<file path="src/rtl/rfr_pkg.sv">
// rfr_pkg: shared types, codes and the crc-32 byte update of the response frame receiver
// no dependencies; compiled first

package rfr_pkg;

	localparam int unsigned CFG_W   = 16;
	localparam int unsigned CFG_IDX_W = 3;
	localparam logic [31:0] CRC_POLY = 32'hEDB88320;
	localparam logic [31:0] CRC_INIT = 32'hFFFFFFFF;

	typedef enum logic [1:0] {
		OP_START = 2'd0,
		OP_BYTE  = 2'd1,
		OP_TICK  = 2'd2,
		OP_NONE  = 2'd3
	} op_t;

	typedef enum logic [3:0] {
		PH_IDLE    = 4'd0,
		PH_SIZE    = 4'd1,
		PH_EXT_LO  = 4'd2,
		PH_EXT_HI  = 4'd3,
		PH_RESP    = 4'd4,
		PH_REMOTE  = 4'd5,
		PH_PAYLOAD = 4'd6,
		PH_CRC     = 4'd7,
		PH_DISCARD = 4'd8
	} phase_t;

	typedef enum logic [3:0] {
		ST_OK        = 4'd0,
		ST_TIMEOUT   = 4'd1,
		ST_BAD_FIRST = 4'd2,
		ST_TOO_SMALL = 4'd3,
		ST_BAD_CHAR  = 4'd4,
		ST_WRONG_SIZE = 4'd5,
		ST_CAPACITY  = 4'd6,
		ST_CRC       = 4'd7,
		ST_REMOTE    = 4'd8
	} status_t;

	typedef enum logic [CFG_IDX_W-1:0] {
		REG_RX_CAPACITY     = 3'd0,
		REG_TIMEOUT_TICKS   = 3'd1,
		REG_EXT_SIZE_CODE   = 3'd2,
		REG_CRC_RESP_CHAR   = 3'd3,
		REG_PLAIN_RESP_CHAR = 3'd4
	} reg_idx_t;

	typedef struct packed {
		logic [15:0] rx_capacity;
		logic [15:0] timeout_ticks;
		logic [6:0]  ext_size_code;
		logic [7:0]  crc_resp_char;
		logic [7:0]  plain_resp_char;
	} cfg_t;

	typedef struct packed {
		logic        payload_valid;
		logic [7:0]  payload_byte;
		logic        done_res;
		logic [3:0]  status;
		logic [7:0]  remote_error;
		logic [15:0] received_length;
	} res_t;

	// reflected crc-32, one byte, lsb first
	function automatic logic [31:0] crc32_byte(input logic [31:0] crc, input logic [7:0] b);
		logic [31:0] c;
		c = crc ^ {24'h0, b};
		for (int k = 0; k < 8; k++) begin
			c = c[0] ? ((c >> 1) ^ CRC_POLY) : (c >> 1);
		end
		return c;
	endfunction

endpackage

</file>
<file path="src/rtl/rfr_in_if.sv">
// rfr_in_if: input item channel of the response frame receiver (op and byte)
// depends on nothing

interface rfr_in_if;
	logic       valid;
	logic       ready;
	logic [1:0] op;
	logic [7:0] byte_value;

	modport source (output valid, output op, output byte_value, input ready);
	modport sink   (input valid, input op, input byte_value, output ready);
endinterface

</file>
<file path="src/rtl/rfr_out_if.sv">
// rfr_out_if: result item channel of the response frame receiver
// depends on nothing

interface rfr_out_if;
	logic        valid;
	logic        ready;
	logic        payload_valid;
	logic [7:0]  payload_byte;
	logic        done_res;
	logic [3:0]  status;
	logic [7:0]  remote_error;
	logic [15:0] received_length;

	modport source (output valid, output payload_valid, output payload_byte, output done_res,
		output status, output remote_error, output received_length, input ready);
	modport sink   (input valid, input payload_valid, input payload_byte, input done_res,
		input status, input remote_error, input received_length, output ready);
endinterface

</file>
<file path="src/rtl/rfr_cfg.sv">
// rfr_cfg: configuration registers written through a plain write port
// depends on rfr_pkg

module rfr_cfg (
	input  logic                            clk,
	input  logic                            arst_n,
	input  logic                            cfg_we,
	input  logic [rfr_pkg::CFG_IDX_W-1:0]   cfg_idx,
	input  logic [rfr_pkg::CFG_W-1:0]       cfg_wdata,
	output rfr_pkg::cfg_t                   cfg
);
	import rfr_pkg::*;

	cfg_t cfg_q;

	always_ff @(posedge clk or negedge arst_n) begin
		if (!arst_n) begin
			cfg_q.rx_capacity     <= 16'd0;
			cfg_q.timeout_ticks   <= 16'd1000;
			cfg_q.ext_size_code   <= 7'd127;
			cfg_q.crc_resp_char   <= 8'd254;
			cfg_q.plain_resp_char <= 8'd255;
		end else if (cfg_we) begin
			unique case (cfg_idx)
				REG_RX_CAPACITY:     cfg_q.rx_capacity     <= cfg_wdata;
				REG_TIMEOUT_TICKS:   cfg_q.timeout_ticks   <= cfg_wdata;
				REG_EXT_SIZE_CODE:   cfg_q.ext_size_code   <= cfg_wdata[6:0];
				REG_CRC_RESP_CHAR:   cfg_q.crc_resp_char   <= cfg_wdata[7:0];
				REG_PLAIN_RESP_CHAR: cfg_q.plain_resp_char <= cfg_wdata[7:0];
				default: ;
			endcase
		end
	end

	assign cfg = cfg_q;
endmodule

</file>
<file path="src/rtl/rfr_core.sv">
// rfr_core: input register, frame state machine, crc check and result register
// depends on rfr_pkg, rfr_in_if, rfr_out_if

module rfr_core (
	input  logic          clk,
	input  logic          arst_n,
	input  rfr_pkg::cfg_t cfg,
	rfr_in_if.sink        rx,
	rfr_out_if.source     result
);
	import rfr_pkg::*;

	// stage 1 input register
	logic       valid_s1;
	logic [1:0] op_s1;
	logic [7:0] byte_s1;

	// frame state
	phase_t      phase_q, phase_d;
	logic [16:0] bytes_left_q, bytes_left_d;
	logic [7:0]  length_low_q, length_low_d;
	logic [31:0] crc_q, crc_d;
	logic [31:0] crc_rx_q, crc_rx_d;
	logic [1:0]  crc_idx_q, crc_idx_d;
	logic [15:0] tick_q, tick_d;
	logic        present_q, present_d;
	logic [3:0]  pend_q, pend_d;
	logic [7:0]  remote_q, remote_d;
	logic [15:0] plen_q, plen_d;

	// result register
	logic res_valid_q;
	res_t res_q, res_d;
	logic emit;

	logic adv;
	logic step;

	// helpers
	logic [31:0] crc_next;
	logic [15:0] tick_inc;
	logic [16:0] bl_dec;
	logic [16:0] take_total;
	logic [16:0] take_hdr;
	logic        do_take;
	logic [16:0] data_w;
	logic [16:0] plen_w;
	logic        do_fail;
	logic [3:0]  fail_st;
	logic [7:0]  fail_rc;
	logic        do_after;
	logic        after_pv;
	logic [7:0]  after_pb;
	logic [3:0]  tmo_st;

	assign adv      = !res_valid_q || result.ready;
	assign rx.ready = !valid_s1 || adv;
	assign step     = valid_s1 && adv;

	assign crc_next = crc32_byte(crc_q, byte_s1);
	assign tick_inc = (tick_q != 16'hFFFF) ? tick_q + 16'd1 : tick_q;
	assign bl_dec   = bytes_left_q - 17'd1;

	always_comb begin
		phase_d      = phase_q;
		bytes_left_d = bytes_left_q;
		length_low_d = length_low_q;
		crc_d        = crc_q;
		crc_rx_d     = crc_rx_q;
		crc_idx_d    = crc_idx_q;
		tick_d       = tick_q;
		present_d    = present_q;
		pend_d       = pend_q;
		remote_d     = remote_q;
		plen_d       = plen_q;
		res_d        = '0;
		emit         = 1'b0;
		do_take      = 1'b0;
		take_total   = '0;
		take_hdr     = '0;
		data_w       = '0;
		plen_w       = '0;
		do_fail      = 1'b0;
		fail_st      = ST_OK;
		fail_rc      = 8'd0;
		do_after     = 1'b0;
		after_pv     = 1'b0;
		after_pb     = 8'd0;
		tmo_st       = ST_TIMEOUT;

		if (op_s1 == OP_START) begin
			phase_d      = PH_SIZE;
			bytes_left_d = '0;
			length_low_d = '0;
			crc_d        = CRC_INIT;
			crc_rx_d     = '0;
			crc_idx_d    = '0;
			tick_d       = '0;
			present_d    = 1'b0;
			pend_d       = ST_OK;
			remote_d     = '0;
			plen_d       = '0;
		end else if (phase_q == PH_IDLE || op_s1 == OP_NONE) begin
			// nothing open, or a code with no meaning
		end else if (op_s1 == OP_TICK) begin
			tick_d = tick_inc;
			if (tick_inc >= cfg.timeout_ticks) begin
				tmo_st  = (phase_q == PH_DISCARD) ? pend_q : ST_TIMEOUT;
				phase_d = PH_IDLE;
				emit    = 1'b1;
				res_d.done_res     = 1'b1;
				res_d.status       = tmo_st;
				res_d.remote_error = (tmo_st == ST_REMOTE) ? remote_q : 8'd0;
			end
		end else begin
			unique case (phase_q)
				PH_SIZE: begin
					crc_d = crc_next;
					if (!byte_s1[0]) begin
						bytes_left_d = '0;
						do_fail      = 1'b1;
						fail_st      = ST_BAD_FIRST;
					end else if (byte_s1[7:1] == cfg.ext_size_code) begin
						phase_d = PH_EXT_LO;
					end else begin
						do_take    = 1'b1;
						take_total = {10'd0, byte_s1[7:1]};
						take_hdr   = 17'd1;
					end
				end
				PH_EXT_LO: begin
					crc_d        = crc_next;
					length_low_d = byte_s1;
					phase_d      = PH_EXT_HI;
				end
				PH_EXT_HI: begin
					crc_d      = crc_next;
					do_take    = 1'b1;
					take_total = {1'b0, byte_s1, length_low_q};
					take_hdr   = 17'd3;
				end
				PH_RESP: begin
					crc_d        = crc_next;
					bytes_left_d = bl_dec;
					priority if (byte_s1 == cfg.crc_resp_char) begin
						present_d = 1'b1;
						data_w    = bl_dec - 17'd4;
						if (bl_dec < 17'd4) begin
							do_fail = 1'b1;
							fail_st = ST_TOO_SMALL;
						end
					end else if (byte_s1 == cfg.plain_resp_char) begin
						present_d = 1'b0;
						data_w    = bl_dec;
					end else begin
						do_fail = 1'b1;
						fail_st = ST_BAD_CHAR;
					end
					if (!do_fail) begin
						if (data_w == '0) begin
							if (cfg.rx_capacity != 16'd0) begin
								do_fail = 1'b1;
								fail_st = ST_WRONG_SIZE;
							end else begin
								plen_d   = '0;
								do_after = 1'b1;
							end
						end else begin
							phase_d = PH_REMOTE;
						end
					end
				end
				PH_REMOTE: begin
					crc_d        = crc_next;
					bytes_left_d = bl_dec;
					plen_w       = bl_dec - (present_q ? 17'd4 : 17'd0);
					if (byte_s1 != 8'd0) begin
						do_fail = 1'b1;
						fail_st = ST_REMOTE;
						fail_rc = byte_s1;
					end else if (plen_w > {1'b0, cfg.rx_capacity}) begin
						do_fail = 1'b1;
						fail_st = ST_CAPACITY;
					end else begin
						plen_d = plen_w[15:0];
						if (plen_w == '0) begin
							do_after = 1'b1;
						end else begin
							phase_d = PH_PAYLOAD;
						end
					end
				end
				PH_PAYLOAD: begin
					crc_d        = crc_next;
					bytes_left_d = bl_dec;
					if (bl_dec == (present_q ? 17'd4 : 17'd0)) begin
						do_after = 1'b1;
						after_pv = 1'b1;
						after_pb = byte_s1;
					end else begin
						emit                = 1'b1;
						res_d.payload_valid = 1'b1;
						res_d.payload_byte  = byte_s1;
					end
				end
				PH_CRC: begin
					crc_rx_d = crc_rx_q | ({24'd0, byte_s1} << {crc_idx_q, 3'b000});
					if (bytes_left_q != '0) bytes_left_d = bl_dec;
					if (crc_idx_q != 2'd3) begin
						crc_idx_d = crc_idx_q + 2'd1;
					end else begin
						crc_idx_d      = '0;
						phase_d        = PH_IDLE;
						emit           = 1'b1;
						res_d.done_res = 1'b1;
						if ((crc_q ^ CRC_INIT) != crc_rx_d) begin
							res_d.status = ST_CRC;
						end else begin
							res_d.received_length = plen_q;
						end
					end
				end
				PH_DISCARD: begin
					bytes_left_d = (bytes_left_q != '0) ? bl_dec : bytes_left_q;
					if (bytes_left_d == '0) begin
						phase_d            = PH_IDLE;
						emit               = 1'b1;
						res_d.done_res     = 1'b1;
						res_d.status       = pend_q;
						res_d.remote_error = (pend_q == ST_REMOTE) ? remote_q : 8'd0;
					end
				end
				default: phase_d = PH_IDLE;
			endcase

			// header size check shared by short and extended size
			if (do_take) begin
				if (take_total < take_hdr + 17'd1) begin
					bytes_left_d = '0;
					do_fail      = 1'b1;
					fail_st      = ST_TOO_SMALL;
				end else begin
					bytes_left_d = take_total - take_hdr;
					phase_d      = PH_RESP;
				end
			end

			// error: report now or discard the rest of the frame first
			if (do_fail) begin
				if (bytes_left_d == '0) begin
					phase_d            = PH_IDLE;
					emit               = 1'b1;
					res_d.done_res     = 1'b1;
					res_d.status       = fail_st;
					res_d.remote_error = (fail_st == ST_REMOTE) ? fail_rc : 8'd0;
				end else begin
					pend_d   = fail_st;
					remote_d = fail_rc;
					phase_d  = PH_DISCARD;
				end
			end

			// payload over: trailer next, or success
			if (do_after) begin
				if (present_d) begin
					phase_d   = PH_CRC;
					crc_idx_d = '0;
					crc_rx_d  = '0;
					if (after_pv) begin
						emit                = 1'b1;
						res_d.payload_valid = 1'b1;
						res_d.payload_byte  = after_pb;
					end
				end else begin
					phase_d               = PH_IDLE;
					emit                  = 1'b1;
					res_d.payload_valid   = after_pv;
					res_d.payload_byte    = after_pb;
					res_d.done_res        = 1'b1;
					res_d.received_length = plen_d;
				end
			end
		end
	end

	always_ff @(posedge clk or negedge arst_n) begin
		if (!arst_n) begin
			valid_s1 <= 1'b0;
		end else if (rx.ready) begin
			valid_s1 <= rx.valid;
		end
	end

	always_ff @(posedge clk) begin
		if (rx.ready && rx.valid) begin
			op_s1   <= rx.op;
			byte_s1 <= rx.byte_value;
		end
	end

	always_ff @(posedge clk or negedge arst_n) begin
		if (!arst_n) begin
			phase_q      <= PH_IDLE;
			bytes_left_q <= '0;
			length_low_q <= '0;
			crc_q        <= CRC_INIT;
			crc_rx_q     <= '0;
			crc_idx_q    <= '0;
			tick_q       <= '0;
			present_q    <= 1'b0;
			pend_q       <= ST_OK;
			remote_q     <= '0;
			plen_q       <= '0;
			res_valid_q  <= 1'b0;
		end else begin
			if (step) begin
				phase_q      <= phase_d;
				bytes_left_q <= bytes_left_d;
				length_low_q <= length_low_d;
				crc_q        <= crc_d;
				crc_rx_q     <= crc_rx_d;
				crc_idx_q    <= crc_idx_d;
				tick_q       <= tick_d;
				present_q    <= present_d;
				pend_q       <= pend_d;
				remote_q     <= remote_d;
				plen_q       <= plen_d;
			end
			if (adv) res_valid_q <= step && emit;
		end
	end

	always_ff @(posedge clk) begin
		if (step && emit) res_q <= res_d;
	end

	assign result.valid           = res_valid_q;
	assign result.payload_valid   = res_q.payload_valid;
	assign result.payload_byte    = res_q.payload_byte;
	assign result.done_res        = res_q.done_res;
	assign result.status          = res_q.status;
	assign result.remote_error    = res_q.remote_error;
	assign result.received_length = res_q.received_length;
endmodule

</file>
<file path="src/rtl/response_frame_receiver_top.sv">
// response_frame_receiver_top: top level of the response frame receiver
// depends on rfr_pkg, rfr_in_if, rfr_out_if, rfr_cfg, rfr_core
//
// usage
//   rx carries items: op start opens a frame, op byte delivers one serial byte,
//   op tick is the millisecond time base. a start while a frame is open drops it
//   result carries at most one item per rx item: a payload byte, a frame end
//   with status, or both on the last byte of a frame without trailer
//   cfg_we/cfg_idx/cfg_wdata write the five registers; write only while idle
// timing
//   an rx item sits one cycle in the input register, then its result (if any)
//   is in the result register: one cycle from rx accept to result valid
//   one rx item per cycle sustained; the crc-32 byte update and the frame state
//   machine each finish in the single cycle between the two registers
// stall
//   while result is held by a low ready, the input register keeps its item and
//   rx.ready drops only once that register is full too
// reset
//   arst_n clears all control state, frame idle, registers to their defaults

module response_frame_receiver_top (
	input  logic                          clk,
	input  logic                          arst_n,
	input  logic                          cfg_we,
	input  logic [rfr_pkg::CFG_IDX_W-1:0] cfg_idx,
	input  logic [rfr_pkg::CFG_W-1:0]     cfg_wdata,
	rfr_in_if.sink                        rx,
	rfr_out_if.source                     result
);
	import rfr_pkg::*;

	cfg_t cfg;

	// register file, read by the state machine every cycle
	rfr_cfg u_cfg (
		.clk       (clk),
		.arst_n    (arst_n),
		.cfg_we    (cfg_we),
		.cfg_idx   (cfg_idx),
		.cfg_wdata (cfg_wdata),
		.cfg       (cfg)
	);

	// frame parser with its input and result registers
	rfr_core u_core (
		.clk    (clk),
		.arst_n (arst_n),
		.cfg    (cfg),
		.rx     (rx),
		.result (result)
	);
endmodule

</file>
<file path="src/flat_wrapper.sv">
// flat-port wrapper written by rule: the top's interface ports become plain ports
module response_frame_receiver_top_flat import rfr_pkg::*;
  (clk, arst_n, cfg_we, cfg_idx, cfg_wdata, rx_valid, rx_op, rx_byte_value, rx_ready, result_valid, result_payload_valid, result_payload_byte, result_done_res, result_status, result_remote_error, result_received_length, result_ready);
  rfr_in_if rx_i ();
  rfr_out_if result_i ();
  input  logic clk;
  input  logic arst_n;
  input  logic cfg_we;
  input  logic [rfr_pkg::CFG_IDX_W-1:0] cfg_idx;
  input  logic [rfr_pkg::CFG_W-1:0] cfg_wdata;
  input wire logic [$bits(rx_i.valid)-1:0] rx_valid;
  input wire logic [$bits(rx_i.op)-1:0] rx_op;
  input wire logic [$bits(rx_i.byte_value)-1:0] rx_byte_value;
  output wire logic [$bits(rx_i.ready)-1:0] rx_ready;
  output wire logic [$bits(result_i.valid)-1:0] result_valid;
  output wire logic [$bits(result_i.payload_valid)-1:0] result_payload_valid;
  output wire logic [$bits(result_i.payload_byte)-1:0] result_payload_byte;
  output wire logic [$bits(result_i.done_res)-1:0] result_done_res;
  output wire logic [$bits(result_i.status)-1:0] result_status;
  output wire logic [$bits(result_i.remote_error)-1:0] result_remote_error;
  output wire logic [$bits(result_i.received_length)-1:0] result_received_length;
  input wire logic [$bits(result_i.ready)-1:0] result_ready;
  assign rx_i.valid = rx_valid;
  assign rx_i.op = rx_op;
  assign rx_i.byte_value = rx_byte_value;
  assign rx_ready = rx_i.ready;
  assign result_valid = result_i.valid;
  assign result_payload_valid = result_i.payload_valid;
  assign result_payload_byte = result_i.payload_byte;
  assign result_done_res = result_i.done_res;
  assign result_status = result_i.status;
  assign result_remote_error = result_i.remote_error;
  assign result_received_length = result_i.received_length;
  assign result_i.ready = result_ready;
  response_frame_receiver_top u_core (.clk(clk), .arst_n(arst_n), .cfg_we(cfg_we), .cfg_idx(cfg_idx), .cfg_wdata(cfg_wdata), .rx(rx_i), .result(result_i));
endmodule
</file>
<file path="config.mk">
export PLATFORM = sky130hd
export DESIGN_NAME = response_frame_receiver_top_flat
export DESIGN_NICKNAME = d
export VERILOG_FILES = /design/src/rtl/rfr_pkg.sv /design/src/rtl/rfr_in_if.sv /design/src/rtl/rfr_out_if.sv /design/src/rtl/rfr_cfg.sv /design/src/rtl/rfr_core.sv /design/src/rtl/response_frame_receiver_top.sv /design/src/flat_wrapper.sv
export SDC_FILE = /design/constraint.sdc
export NUM_CORES = 1
export LEC_CHECK = 0
export BUFFER_PORTS_ARGS = -buffer_cell sky130_fd_sc_hd__buf_2
export CAP_MARGIN = 20
export CORE_MARGIN = 1.5
export CORE_UTILIZATION = 65
export CTS_BUF_LIST = sky130_fd_sc_hd__clkbuf_8
export CTS_CLUSTER_SIZE = 14
export DETAILED_ROUTE_END_ITERATION = 8
export PLACE_DENSITY_LB_ADDON = 0.25
export RECOVER_POWER = 100
export SETUP_SLACK_MARGIN = 0.2
export SLEW_MARGIN = 20
export SYNTH_ARGS = -nofsm -noshare
export SYNTH_HDL_FRONTEND = slang
export SYNTH_HIERARCHICAL = 1
export SYNTH_SLANG_ARGS = --single-unit
</file>
<file path="constraint.sdc">
create_clock -name clk -period 13.5 [get_ports clk]
set_input_delay 2.025 -clock clk [delete_from_list [all_inputs] [get_ports clk]]
set_output_delay 2.025 -clock clk [all_outputs]
set_load 0.05 [all_outputs]
</file>
Word-level counts from Yosys, hierarchy flattened
Cells that the tools add are included.

storage, ports and cells
  RAM bits = 0
  logic and storage cells = 326
  bits in read-only memories = 0
  flip-flop bits (word level) = 245
  input bits = 34
  memories = 0
  bits in latches = 0

operators by class
  reductions and logical operators = 39
  $mul = 0
  div/mod/pow operators = 0
  $lt $le $gt $ge = 4
  add/sub/neg operators = 7
  bitwise operators = 11
  equality and inequality tests = 28
  shift-type cells = 1
  mux-type cells = 210

operators by type and width
  cell                                                              count
  32-bit two-way mux                                                18
  17-bit two-way mux                                                22
  16-bit two-way mux                                                17
  4-bit two-way mux                                                 34
  8-bit two-way mux                                                 17
  13-bit NOT with 14-bit output                                     8
  13-bit two-way mux                                                8
  17-bit zero test                                                  4
  16-bit one-hot mux with 2 select lines                            2
  1-bit two-way mux                                                 61
  17-bit one-hot mux with 3 select lines                            1
  9-bit two-way mux                                                 4
  17-bit subtractor                                                 2
  32-bit inequality test                                            1
  32-bit NOT                                                        1
  32-bit OR                                                         1
  8-bit by 5-bit left shift with 32-bit output                      1
  32-bit by 8-bit bitwise XOR with 32-bit output                    1
  4-bit one-hot mux with 7 select lines                             1
  2-bit two-way mux                                                 9
  17-bit by 1-bit adder with 17-bit output (second input constant)  1
  17-bit by 3-bit == test with 1-bit output                         1
  17-bit by 16-bit greater-than comparator with 1-bit output        1
  17-bit < comparator                                               1
  45 further kinds                                                  83

Logic depth before layout (Yosys ltp)
Gate-level depths: netlist (run 1).

  word-level depth = 24
  gate-level depth with buffers = 25
  depth with buffers taken out = 22

Modules after synthesis
The synthesis (run 1) kept the hierarchy.

by module, submodules not included
  module    sequential area each (µm²)  instances  area each (µm²)  cells an instance
  rfr_core  5,034.8                     1          13,726.9         1,579
  rfr_cfg   1,411.4                     1          2,130.8          120

Worst setup path after synthesis (run 1)
Ideal clock, no wire load.

  path type = reg-to-reg
  start = reg u_core.u_core.bytes_left_q[0]
  end = reg u_core.u_core.res_q, in the netlist u_core/u_core/result.done_res, enable pin
  slack = 6,207 ps
  stages on the path, launching flop included = 24
  data arrival time = 6,850 ps
  setup time = 444 ps
  path through = dfrtp_1 -> clkbuf_1 -> inv_1 -> ha_1 -> clkbuf_1 -> xor2_1 -> inv_1 -> ha_1 -> ha_1 -> inv_1 -> a2111oi_0 -> o2111ai_1 -> nor3_1 -> xnor2_1 -> ha_1 -> a2111oi_0 -> o21ai_0 -> a211oi_1 -> a211o_1 -> o21a_2 -> nand3_1 -> o211ai_1 -> nand2_1 -> a21boi_1

on the way
  cells in the longest elaborated chain, start to end = 24

ends and longest elaborated chain
  what                                                                                        RTL line                          RTL
  start: declaration                                                                          rfr_core.sv:20                    logic [16:0] bytes_left_q, bytes_left_d;
  start signal: assignment                                                                    rfr_core.sv:318                   bytes_left_q <= bytes_left_d;
  17-bit by 1-bit subtractor with 17-bit output                                               rfr_core.sv:62                    assign bl_dec = bytes_left_q - 17'd1;
  17-bit by 3-bit subtractor with 17-bit output / 17-bit two-way mux (equally long branches)  rfr_core.sv:147, rfr_core.sv:152
  17-bit two-way mux                                                                          rfr_core.sv:145                   priority if (byte_s1 == cfg.crc_resp_char) begin
  17-bit two-way mux                                                                          rfr_core.sv:116                   unique case (phase_q)
  17-bit two-way mux                                                                          rfr_core.sv:105                   end else if (op_s1 == OP_TICK) begin
  17-bit two-way mux                                                                          rfr_core.sv:103                   end else if (phase_q == PH_IDLE || op_s1 == OP_NONE) begin
  17-bit two-way mux                                                                          rfr_core.sv:91                    if (op_s1 == OP_START) begin
  17-bit zero test                                                                            rfr_core.sv:160                   if (data_w == '0) begin
  (+8 left out)                                                                               --
  1-bit two-way mux                                                                           rfr_core.sv:249                   if (do_fail) begin
  1-bit two-way mux                                                                           rfr_core.sv:269                   if (after_pv) begin
  1-bit two-way mux                                                                           rfr_core.sv:265                   if (present_d) begin
  1-bit two-way mux (*)                                                                       rfr_core.sv:264                   if (do_after) begin
  1-bit two-way mux (*)                                                                       rfr_core.sv:105
  1-bit two-way mux (*)                                                                       rfr_core.sv:103
  1-bit two-way mux (*)                                                                       rfr_core.sv:91
  1-bit logical AND (*)                                                                       rfr_core.sv:334                   if (step && emit) res_q <= res_d;
  end signal: assignment                                                                      rfr_core.sv:334
  end: declaration                                                                            rfr_core.sv:33                    res_t res_q, res_d;

Every way passes the cells marked *; elsewhere a longest branch is shown, timed or not. The select of a mux whose other input is x is not followed.
A chain may end at the register's enable or synchronous reset.

Final worst setup path (run 1)
  start = reg u_core.u_core.byte_s1[7]
  end = reg u_core.u_core.res_q, in the netlist u_core/u_core/result.received_length[3], enable pin

on the way
  cells in the longest elaborated chain, start to end = 24

ends and longest elaborated chain
  what                                                                                 RTL line                          RTL
  start: declaration                                                                   rfr_core.sv:16                    logic [7:0] byte_s1;
  start signal: assignment                                                             rfr_core.sv:297                   byte_s1 <= rx.byte_value;
  7-bit == test / 8-bit == test (equally long branches)                                rfr_core.sv:123, rfr_core.sv:152
  1-bit two-way mux / 17-bit two-way mux (equally long branches)                       rfr_core.sv:123, rfr_core.sv:152
  1-bit two-way mux / 17-bit two-way mux (equally long branches)                       rfr_core.sv:119, rfr_core.sv:145
  2-bit one-hot mux with 2 select lines / 17-bit two-way mux (equally long branches)   rfr_core.sv:116
  17-bit two-way mux                                                                   rfr_core.sv:105
  17-bit two-way mux                                                                   rfr_core.sv:103
  17-bit two-way mux                                                                   rfr_core.sv:91
  17-bit by 1-bit adder with 17-bit output / 17-bit zero test (equally long branches)  rfr_core.sv:238, rfr_core.sv:160
  (+8 left out)                                                                        --
  1-bit two-way mux                                                                    rfr_core.sv:249
  1-bit two-way mux                                                                    rfr_core.sv:269
  1-bit two-way mux                                                                    rfr_core.sv:265
  1-bit two-way mux (*)                                                                rfr_core.sv:264
  1-bit two-way mux (*)                                                                rfr_core.sv:105
  1-bit two-way mux (*)                                                                rfr_core.sv:103
  1-bit two-way mux (*)                                                                rfr_core.sv:91
  1-bit logical AND (*)                                                                rfr_core.sv:334

Marked as above.

==> flow_summary.yaml, run 1 <==
run_status:
  outcome: "complete, but fails checks"
  violations: "capacitance limit, slew limit"
final_layout:
  fin_nets: 1817
  drive_gt1_frac: 0.130
  postLayoutCellArea_um2: 17000
  diodes: 0
  n_fill_cell: 1840
  syn_to_final_growth_pct: 7.14
  final_cells: 2090
  fin_util: 0.717
  mostFrequentLayoutCells: "154 x a21oi_1, 137 x dfrtp_1, 137 x nor2_1"
  final_common_cell: "a21oi_1"
drt:
  num_vias: 14200
  drc: 0
  post_drt_via_cell_ratio: 6.81
  wl_per_cell_um: 23.8
  top_layer_used: "met4"
  wl_met1_mm: 19.3
  drt_pre_antenna_iters: 9
  wirelength_mm: 49.7
  wl_met3_mm: 4.37
  drt_iter0_markers: 1624
  ant_nets: 0
  met2WireLength_mm: 22.7
power_and_ir_drop:
  swShare: 0.510
  leakage_nw: 6.87
  total_power_mw: 4.84
  pwr-share-seq: 0.241
  clkPwrFrac: 0.138
  p_comb_frac: 0.621
  p_per_area_nw_per_um2: 285
  irDropWorstVdd_uv: 234
  switchingPower_mw: 2.47
  internal-power_mw: 2.37
timing:
  hold_violations: 0
  max_slew_margin: -1.62
  max_slew.worst_pin.slew_ps: 3930
  finalClockSkew_ps: 40.6
  finalSetupViolations: 0
  hold_ws_ps: 481
  fin_ws_ps: 4180
  timing.final.crit_share: 0.690
  drv_slew: 344
  fmax_mhz: 107
  rsz0062_at_grt: "false"
  tns_ps: 0
  min_period_ps: 9320
setup_path:
  reg2reg_from: "u_core/u_core/byte_s1[7]"
  r2r_setup_slack_ps: 4180
  r2r-end: "u_core/u_core/result.received_length[3]"
  critPathKind: "reg2reg"
  arrival_ps: 9440
  path_max_fanout: 38
  rr_worst_depth: 19
  end_kind: "flip-flop"
  critPathLaunch: "u_core/u_core/byte_s1[7]"
  cp-start-kind: "flip-flop"
  critical_path_required_ps: 13620
cts:
  cts.reportedPaths.clkPinSlew_ps: 60
  root_buffer: "clkbuf_8"
  post_cts_buffers: 0
  cts.repair.resized: 0
  h-tree-depth: 2
  cts_sinks: 245
  cts_made_buffers: 41
  ctsLongestPathBuffers: 3
  clkLatencyLatePin_ps: 580
  ctsHoldBuffers: 0
  cts_tree: "built"
synth:
  ys_types: 98
  synth_flop_cell: "dfrtp_1"
  syn_inst: 1699
  synth_top_family_by_area: "compound AO/OA/AOI/OAI gates"
  synth_fp_nets: 1778
  yosysWarningCount: 6
  ys_ff_latch: 245
  synth-xor-area-share: 0.0933
  synthMuxAreaShare: 0.0397
  synth_compound_area_frac: 0.200
  synthTopCellsByArea: "dfrtp_1 22%, dfstp_2 9.9%, edfxtp_1 9.1%, xnor2_1 6.8%, a21oi_1 4.9%"
  synth-simple-area-share: 0.180
  synth_top_cell_by_area: "dfrtp_1"
  synth-adder-area-share: 0.0360
  synth_top_area_share: 0.216
  synth-seq-area-share: 0.407
  syn-cell-area_um2: 15900
  synth-edff-count: 48
  avgSynthCellArea_um2: 9.33
  synthArstFlopShare: 0.804
placement:
  dpl_cell_area_um2: 16400
  io_buffers: 73
  dp.cells: 2014
  place_congestion: 1.09
  hpwlAfterDp_mm: 36.2
  pre_cts_ws_ps: 6480
flow_run:
  cap_violations: 8
floorplanning:
  rows: 56
  initial_core_util: 0.670
  die_x_um: 159
  pin_count: 74
  core_um2: 23700
  fp.dieArea_um2: 25300
  die_y_um: 159
global_routing:
  grt_usage: 0.393
  overflow: 0
  grt_max_degree: 75
  grt_pass1_vias: 13900
  grt_pass1_wl_mm: 78.5
  antenna_found_initial: 0
worst_hold_path:
  min_from: "u_core/u_core/length_low_q[1]"
  whs_endpoint: "u_core/u_core/length_low_q[1]"
  hold_class: "reg2reg"
  hold_depth: 2
layer usage:
layer / up-vias / global-route usage
li1: 6317 / -
met1: 6883 / 0.509
met2: 823 / 0.614
met3: 215 / 0.0732
met4: 0 / 0.239
met5: - / 0
area by class of cell:
cell class	instances	area, um2	share of cell area
Timing Repair Buffer	95	443	0.0261
Sequential cell	245	6450	0.379
Clock buffer	47	647	0.0381
Clock inverter	29	183	0.0108
Multi-Input combinational cell	1284	8610	0.507
Inverter	71	267	0.0157
Tap cell	319	399	0.0235
Yosys cell counts, types with 11 or more instances:
cell,instances
a21oi_1,155
dfrtp_1,137
nor2_1,136
nand2_1,130
xnor2_1,123
inv_1,68
o21ai_0,63
clkbuf_1,62
dfstp_2,60
mux2_2,55
edfxtp_1,48
xor2_1,46
nor3_1,45
ha_1,44
a22o_1,39
nand4_1,38
nand3_1,37
and2_1,24
nor4_1,23
a22oi_1,21
o31ai_1,20
buf_2,18
a211oi_1,17
and3_1,16
or3_1,15
a21o_1,14
a31oi_1,13
nand2b_1,13
nor2b_1,13
o21a_1,13
buf_1,12
o211ai_1,12
o22ai_1,11
worst max-delay path by stage:
stage | depth (start not counted) | slack [ps] | end
after floorplan | 23 | 6210 | u_core/u_core/result.done_res
after detailed placement | 23 | 6480 | u_core/u_core/result.received_length[5]
after global routing | 19 | 3720 | u_core/u_core/result.received_length[6]
after global placement | 23 | 6620 | u_core/u_core/result.received_length[5]
final | 19 | 4180 | u_core/u_core/result.received_length[3]
after CTS | 23 | 6440 | u_core/u_core/result.received_length[3]
state kept, by name (all words and copies together), names as in the netlist, 16 cells and up:
register / count
u_core/u_core/crc_q: 32
u_core/u_core/crc_rx_q: 32
u_core/u_core/tick_q: 16
u_core/u_core/plen_q: 16
u_core/u_cfg/cfg: 55
u_core/u_core/result.received_length: 16
u_core/u_core/bytes_left_q: 17
cell families after synthesis:
kind of cell    count (synthesis)
compound gates                465
xor+xnor                      169
fa+ha+maj                      45
buf+inv                       170
flops                         245
mux                            56
simple gates                  549
power groups by stage:
stage | Combinational, mW | Sequential, mW | Clock (mW)
global placement | 2.95 | 1.16 | 0
finish | 3.01 | 1.17 | 0.669
global route | 3.23 | 1.18 | 0.711
floorplan | 2.26 | 1.08 | 0
detailed placement | 2.96 | 1.17 | 0
CTS | 2.99 | 1.15 | 0.677
worst max-delay path, cell delays in order (launching register included):
cell and delay [ps]:
edfxtp_1 1010, xor2_1 150, nor4_1 840, a21oi_1 410
inv_1 380, nand2_1 450, inv_1 470, ha_1 230
nor2b_1 40, o21ai_0 150, nand3b_1 190, o32ai_1 310
clkbuf_1 460, a31oi_1 70, or4_2 660, a2111oi_0 460
and3_1 530, a211oi_1 210, a21boi_4 190, clkbuf_1 1620
Note: power is estimated with default switching activity, not from simulation.
==> run 2: changes to the inputs <==
--- a/config.mk
+++ b/config.mk
@@ -5,10 +5,11 @@
 export SDC_FILE = /design/constraint.sdc
 export NUM_CORES = 1
 export LEC_CHECK = 0
+export ABC_AREA = 1
 export BUFFER_PORTS_ARGS = -buffer_cell sky130_fd_sc_hd__buf_2
 export CAP_MARGIN = 20
 export CORE_MARGIN = 1.5
-export CORE_UTILIZATION = 65
+export CORE_UTILIZATION = 59
 export CTS_BUF_LIST = sky130_fd_sc_hd__clkbuf_8
 export CTS_CLUSTER_SIZE = 14
 export DETAILED_ROUTE_END_ITERATION = 8
==> constraint.sdc (replaced) <==
create_clock -name clk -period 8.44 [get_ports clk]
set_input_delay 1.266 -clock clk [delete_from_list [all_inputs] [get_ports clk]]
set_output_delay 1.266 -clock clk [all_outputs]
set_load 0.05 [all_outputs]
==> run 2 against run 1 <==
The run still ends with capacitance limit, slew limit left; non-clock buffer count shrank 9; flip-flop and latch count is the same; synthesized cell count grew 33%; sequential power grew 52%; combinational power grew 80%; total power grew 73%; clock power grew 79%; first-iteration DRC count grew 16%; critical path depth grew 10; area after synthesis grew 6.5%; worst setup slack lost 2600 ps; critical path type unchanged; critical endpoint is now u_core/u_core/result.received_length[8]; largest cell class unchanged; largest power group unchanged.
==> flow_summary.yaml, run 2 <==
timing:
  max_slew_margin: -1.62
  hold_ws_ps: 464
  timing.final.crit_share: 0.818
  drv_slew: 188
  finalClockSkew_ps: 23.8
  tns_ps: 0
  fmax_mhz: 145
  rsz0062_at_grt: "false"
  hold_violations: 0
  max_slew.worst_pin.slew_ps: 3940
  finalSetupViolations: 0
  min_period_ps: 6900
  fin_ws_ps: 1540
setup_path:
  arrival_ps: 7150
  critical_path_required_ps: 8690
  path_max_fanout: 34
  slowest_delay_ps: 680
  crit_path_frequent_cell: "nand2_1"
  cp-start-kind: "flip-flop"
  critPathKind: "reg2reg"
  cpMaxStageDelayCell: "inv_1"
  r2r_setup_slack_ps: 1540
  end_kind: "flip-flop"
cts:
  cts.reportedPaths.clkPinSlew_ps: 70
  cts_sinks: 245
  clkLatencyLatePin_ps: 570
  h-tree-depth: 2
  post_cts_buffers: 0
  cts_tree: "built"
  root_buffer: "clkbuf_8"
  cts_made_buffers: 43
  cts.repair.resized: 0
  ctsHoldBuffers: 0
  ctsLongestPathBuffers: 3
synth:
  ys_top_cells_by_count: "573 x nand2_1, 296 x inv_1, 173 x nor2_1"
  synth_fp_nets: 2345
  ys_types: 62
  synth_top_cell_by_area: "dfrtp_1"
  avgSynthCellArea_um2: 7.45
  synth.most_common_cell: "nand2_1"
  ys_ff_latch: 245
  synth_top_area_share: 0.203
  syn_inst: 2266
  synthArstFlopShare: 0.804
  synthTopCellsByArea: "dfrtp_1 20%, nand2_1 13%, dfstp_2 9.3%, edfxtp_1 8.5%, inv_1 6.6%"
  synth-edff-count: 48
  yosysWarningCount: 6
  syn-cell-area_um2: 16900
  synth-seq-area-share: 0.382
  synth_flop_cell: "dfrtp_1"
drt:
  post_drt_via_cell_ratio: 5.89
  drt_iter0_markers: 1877
  drt_pre_antenna_iters: 6
  num_vias: 16100
  ant_nets: 0
  wl_per_cell_um: 19.3
  drc: 0
  wirelength_mm: 52.9
floorplanning:
  pin_count: 74
  die_x_um: 172
  initial_core_util: 0.603
  fp.dieArea_um2: 29700
  die_y_um: 172
  core_um2: 28000
  rows: 61
worst_hold_path:
  hold_class: "reg2reg"
power_and_ir_drop:
  leakage_nw: 8.55
  irDropWorstVdd_uv: 288
  p_per_area_nw_per_um2: 462
final_layout:
  drive_gt1_frac: 0.112
  fin_util: 0.648
  mostFrequentLayoutCells: "584 x nand2_1, 307 x inv_1, 178 x nor2_1"
  final_common_cell: "nand2_1"
  syn_to_final_growth_pct: 7.39
  diodes: 0
  final_cells: 2735
  largest_reg_flops: 55
  fin_nets: 2402
placement:
  dp.cells: 2656
  place_congestion: 1.04
  pre_cts_ws_ps: 2170
  io_buffers: 73
  hpwlAfterDp_mm: 39.5
run_status:
  outcome: "complete, but fails checks"
  violations: "capacitance limit, slew limit"
global_routing:
  antenna_found_initial: 0
  overflow: 0
  grt_usage: 0.367
  grt_pass1_vias: 15400
  grt_max_degree: 75
  grt_pass1_wl_mm: 83.2
flow_run:
  cap_violations: 3
[run 2: cell types whose count changed after synthesis, sizes merged, moves of 53 or more]
cell   before  now
o22ai      11   65
mux2       55    2
nor2      137  214
o21ai      64  168
inv        70  321
xnor2     123   32
a21oi     155   51
nand2     131  601
nand3      39  163
[run 2: layer usage]
metal  track usage  share of wire
met1         0.496           0.42
met2         0.589           0.46
met3        0.0485          0.076
met4         0.167          0.043
met5             0              0
[run 2: cells by family (layout without fill, tap and decap cells)]
family	after synthesis	in the layout	share of synthesized area
buffers and inverters	401	492	0.0967
flip-flops	245	245	0.382
adder cells (fa/ha/maj)	45	45	0.0338
multiplexers	2	2	0.00133
AND/OR/NAND/NOR	1067	1067	0.282
XOR/XNOR	130	130	0.0707
AO/OA/AOI/OAI	376	376	0.134
[run 2: area by class of cell]
type	count	area [um2]
Fill cell	2580	9870
Tap cell	378	473
Multi-Input combinational cell	1620	8670
Sequential cell	245	6450
Clock inverter	30	255
Timing Repair Buffer	86	388
Clock buffer	49	674
Inverter	327	1230
[run 2: metrics by stage]
stage	power, mW	cell area (um2)
floorplan	5.80	16900
CTS	8.41	18400
detailed placement	7.18	17400
global route	9.03	18100
finish	8.39	18100
global placement	7.16	17400
[run 2: final timing paths]
| check | startpoint | to | cells after the start |
|---|---|---|---|
| worst max-delay path | u_core/u_core/bytes_left_q[0] | u_core/u_core/result.received_length[8] | 29 |
| min in group asynchronous | arst_n | u_core/u_cfg/cfg[37] | 1 |
| worst min-delay path | u_core/u_cfg/cfg[32] | u_core/u_cfg/cfg[32] | 2 |
| worst min register to register | u_core/u_cfg/cfg[32] | u_core/u_cfg/cfg[32] | 2 |
| worst max register to register | u_core/u_core/bytes_left_q[0] | u_core/u_core/result.received_length[8] | 29 |
| max in group asynchronous | arst_n | u_core/u_core/crc_rx_q[22] | 2 |
[run 2: critical path: cells and delay by family (launching register included)]
family / cells / cell delay, ps
xor gates and xnor gates: 2 / 860
AOI/OAI and AO/OA: 4 / 570
adders and majority gates: 4 / 1110
DFF: 1 / 480
buffers and inverters: 5 / 1370
and+or+nand+nor: 14 / 2170
[run 2: report_power, final]
part | leakage (nW) | internal [mW] | switching [mW]
Clock | 0.504 | 0.663 | 0.535
Sequential | 2.93 | 1.54 | 0.241
Combinational | 5.12 | 1.59 | 3.82
Total | 8.55 | 3.79 | 4.60
==> run 3: changes to the inputs <==
--- a/config.mk
+++ b/config.mk
@@ -9,7 +9,7 @@
 export BUFFER_PORTS_ARGS = -buffer_cell sky130_fd_sc_hd__buf_2
 export CAP_MARGIN = 20
 export CORE_MARGIN = 1.5
-export CORE_UTILIZATION = 59
+export CORE_UTILIZATION = 65
 export CTS_BUF_LIST = sky130_fd_sc_hd__clkbuf_8
 export CTS_CLUSTER_SIZE = 14
 export DETAILED_ROUTE_END_ITERATION = 8
==> constraint.sdc (replaced) <==
create_clock -name clk -period 6.4 [get_ports clk]
set_input_delay 0.96 -clock clk [delete_from_list [all_inputs] [get_ports clk]]
set_output_delay 0.96 -clock clk [all_outputs]
set_load 0.05 [all_outputs]
==> run 3 against run 2 <==
Clock power rose by 31%; largest power group unchanged; sequential power grew 31%; utilization up 6.9 points; critical path depth fell by 3; wire length down 2.6%; final area barely moved; highest routed layer unchanged; the flow still finishes with violations (capacitance limit, slew limit).
==> flow_summary.yaml, run 3 (same netlist as run 2, synthesis figures left out) <==
run_status:
  outcome: "complete, but fails checks"
  violations: "capacitance limit, slew limit"
power_and_ir_drop:
  leakage_nw: 8.60
  p_per_area_nw_per_um2: 611
  total_power_mw: 11.1
  pwr-share-seq: 0.211
  internal-power_mw: 5.04
  swShare: 0.545
  switchingPower_mw: 6.05
  clkPwrFrac: 0.142
  p_comb_frac: 0.647
  irDropWorstVdd_uv: 552
drt:
  drt_pre_antenna_iters: 6
  post_drt_via_cell_ratio: 6.04
  ant_nets: 0
  drt_iter0_markers: 2109
  wl_per_cell_um: 19.2
  drc: 0
  num_vias: 16200
  wirelength_mm: 51.5
final_layout:
  final_common_cell: "nand2_1"
  fin_util: 0.716
  largest_reg_flops: 55
  mostFrequentLayoutCells: "578 x nand2_1, 310 x inv_1, 177 x nor2_1"
  n_fill_cell: 2133
  diodes: 0
  final_cells: 2687
  drive_gt1_frac: 0.116
  fin_nets: 2402
  syn_to_final_growth_pct: 7.41
timing:
  timing.final.crit_share: 0.902
  max_slew_margin: -1.83
  rsz0062_at_grt: "false"
  min_period_ps: 5770
  max_slew.worst_pin.slew_ps: 4250
  hold_violations: 0
  fmax_mhz: 173
  finalClockSkew_ps: 23.6
  finalSetupViolations: 0
  drv_slew: 214
  tns_ps: 0
cts:
  clkLatencyLatePin_ps: 570
  cts_sinks: 245
  h-tree-depth: 2
  cts.reportedPaths.clkPinSlew_ps: 60
  ctsHoldBuffers: 0
  ctsLongestPathBuffers: 3
  cts.repair.resized: 0
  cts_made_buffers: 43
  cts_tree: "built"
  post_cts_buffers: 0
  root_buffer: "clkbuf_8"
setup_path:
  critPathKind: "reg2reg"
  path_max_fanout: 37
  slowest_delay_ps: 770
  arrival_ps: 5970
  worstPathBufferInverterCount: 6
  crit_path_frequent_cell: "nor2_1"
  crit_family: "simple AND/OR/NAND/NOR gates"
  cpMaxStageDelayCell: "nor2_1"
  end_kind: "flip-flop"
  cp-start-kind: "flip-flop"
  critical_path_required_ps: 6600
floorplanning:
  die_x_um: 164
  rows: 58
  initial_core_util: 0.667
  core_um2: 25300
  die_y_um: 164
  fp.dieArea_um2: 27000
  pin_count: 74
global_routing:
  grt_pass1_wl_mm: 81.7
  grt_max_degree: 75
  met2_usage: 0.620
  grt_pass1_vias: 15400
  grt.met3_usage: 0.0682
  antenna_found_initial: 0
  grt_usage: 0.391
  overflow: 0
  top_usage_layer: "met2"
  grt_util_met1: 0.524
placement:
  io_buffers: 73
  place_congestion: 1.05
  dp.cells: 2608
  hpwlAfterDp_mm: 38.1
worst_hold_path:
  hold_class: "reg2reg"
flow_run:
  cap_violations: 4
run 3: changes by cell type in the layout (fill, tap and decap cells not counted), moves of 3 or more:
| cell | before | now |
|---|---|---|
| inv_1 | 307 | 310 |
| clkbuf_8 | 49 | 46 |
| clkinv_2 | 14 | 10 |
| nand2_2 | 14 | 17 |
| nand2_1 | 584 | 578 |
| nand2_4 | 3 | 6 |
run 3: stage by stage:
stage	area [um2]	hold slack, ps	worst slack (ps)
floorplan	16900	442	1370
global placement	17400	452	1130
detailed placement	17400	455	935
CTS	18300	420	919
global route	18100	477	200
finish	18100	464	627
run 3: tightest hold or removal path: cells and delay by family (launching register included):
kind / cells / cell delay [ps]
and+or+nand+nor: 2 / 90
DFF: 1 / 370
run 3: final cells by class:
class | count | area, um2 | area share
multi-input combinational | 1620 | 8730 | 0.481
clock inverter | 33 | 290 | 0.0160
timing repair buffer | 86 | 395 | 0.0218
clock buffer | 46 | 633 | 0.0349
inverter | 327 | 1230 | 0.0680
tap | 330 | 413 | 0.0228
sequential | 245 | 6450 | 0.355
run 3: final timing paths:
kind,start,end,slack [ps],depth (start not counted)
worst max-delay path,u_core/u_core/phase_q[1],u_core/u_core/result.payload_byte[3],630,26
worst min-delay path,u_core/u_cfg/cfg[30],u_core/u_cfg/cfg[30],460,2
worst max register to register,u_core/u_core/phase_q[1],u_core/u_core/result.payload_byte[3],630,26
worst min register to register,u_core/u_cfg/cfg[30],u_core/u_cfg/cfg[30],460,2
max in group asynchronous,arst_n,u_core/u_core/crc_rx_q[8],1080,2
min in group asynchronous,arst_n,u_core/u_cfg/cfg[49],1880,1
run 3: per-layer routing:
layer  part of all wire  wire length (um)
met5                  0                 0
met4              0.048              2450
met3              0.097              4990
met2               0.45             23000
met1               0.41             21100
run 3: power groups by stage:
stage / Sequential, mW / Combinational [mW] / Clock (mW)
2_1_floorplan: 2.35 / 5.29 / 0
3_3_place_gp: 2.34 / 6.87 / 0
3_5_place_dp: 2.35 / 6.97 / 0
4_1_cts: 2.33 / 7.02 / 1.59
5_1_grt: 2.37 / 7.83 / 1.66
6_report: 2.34 / 7.17 / 1.57
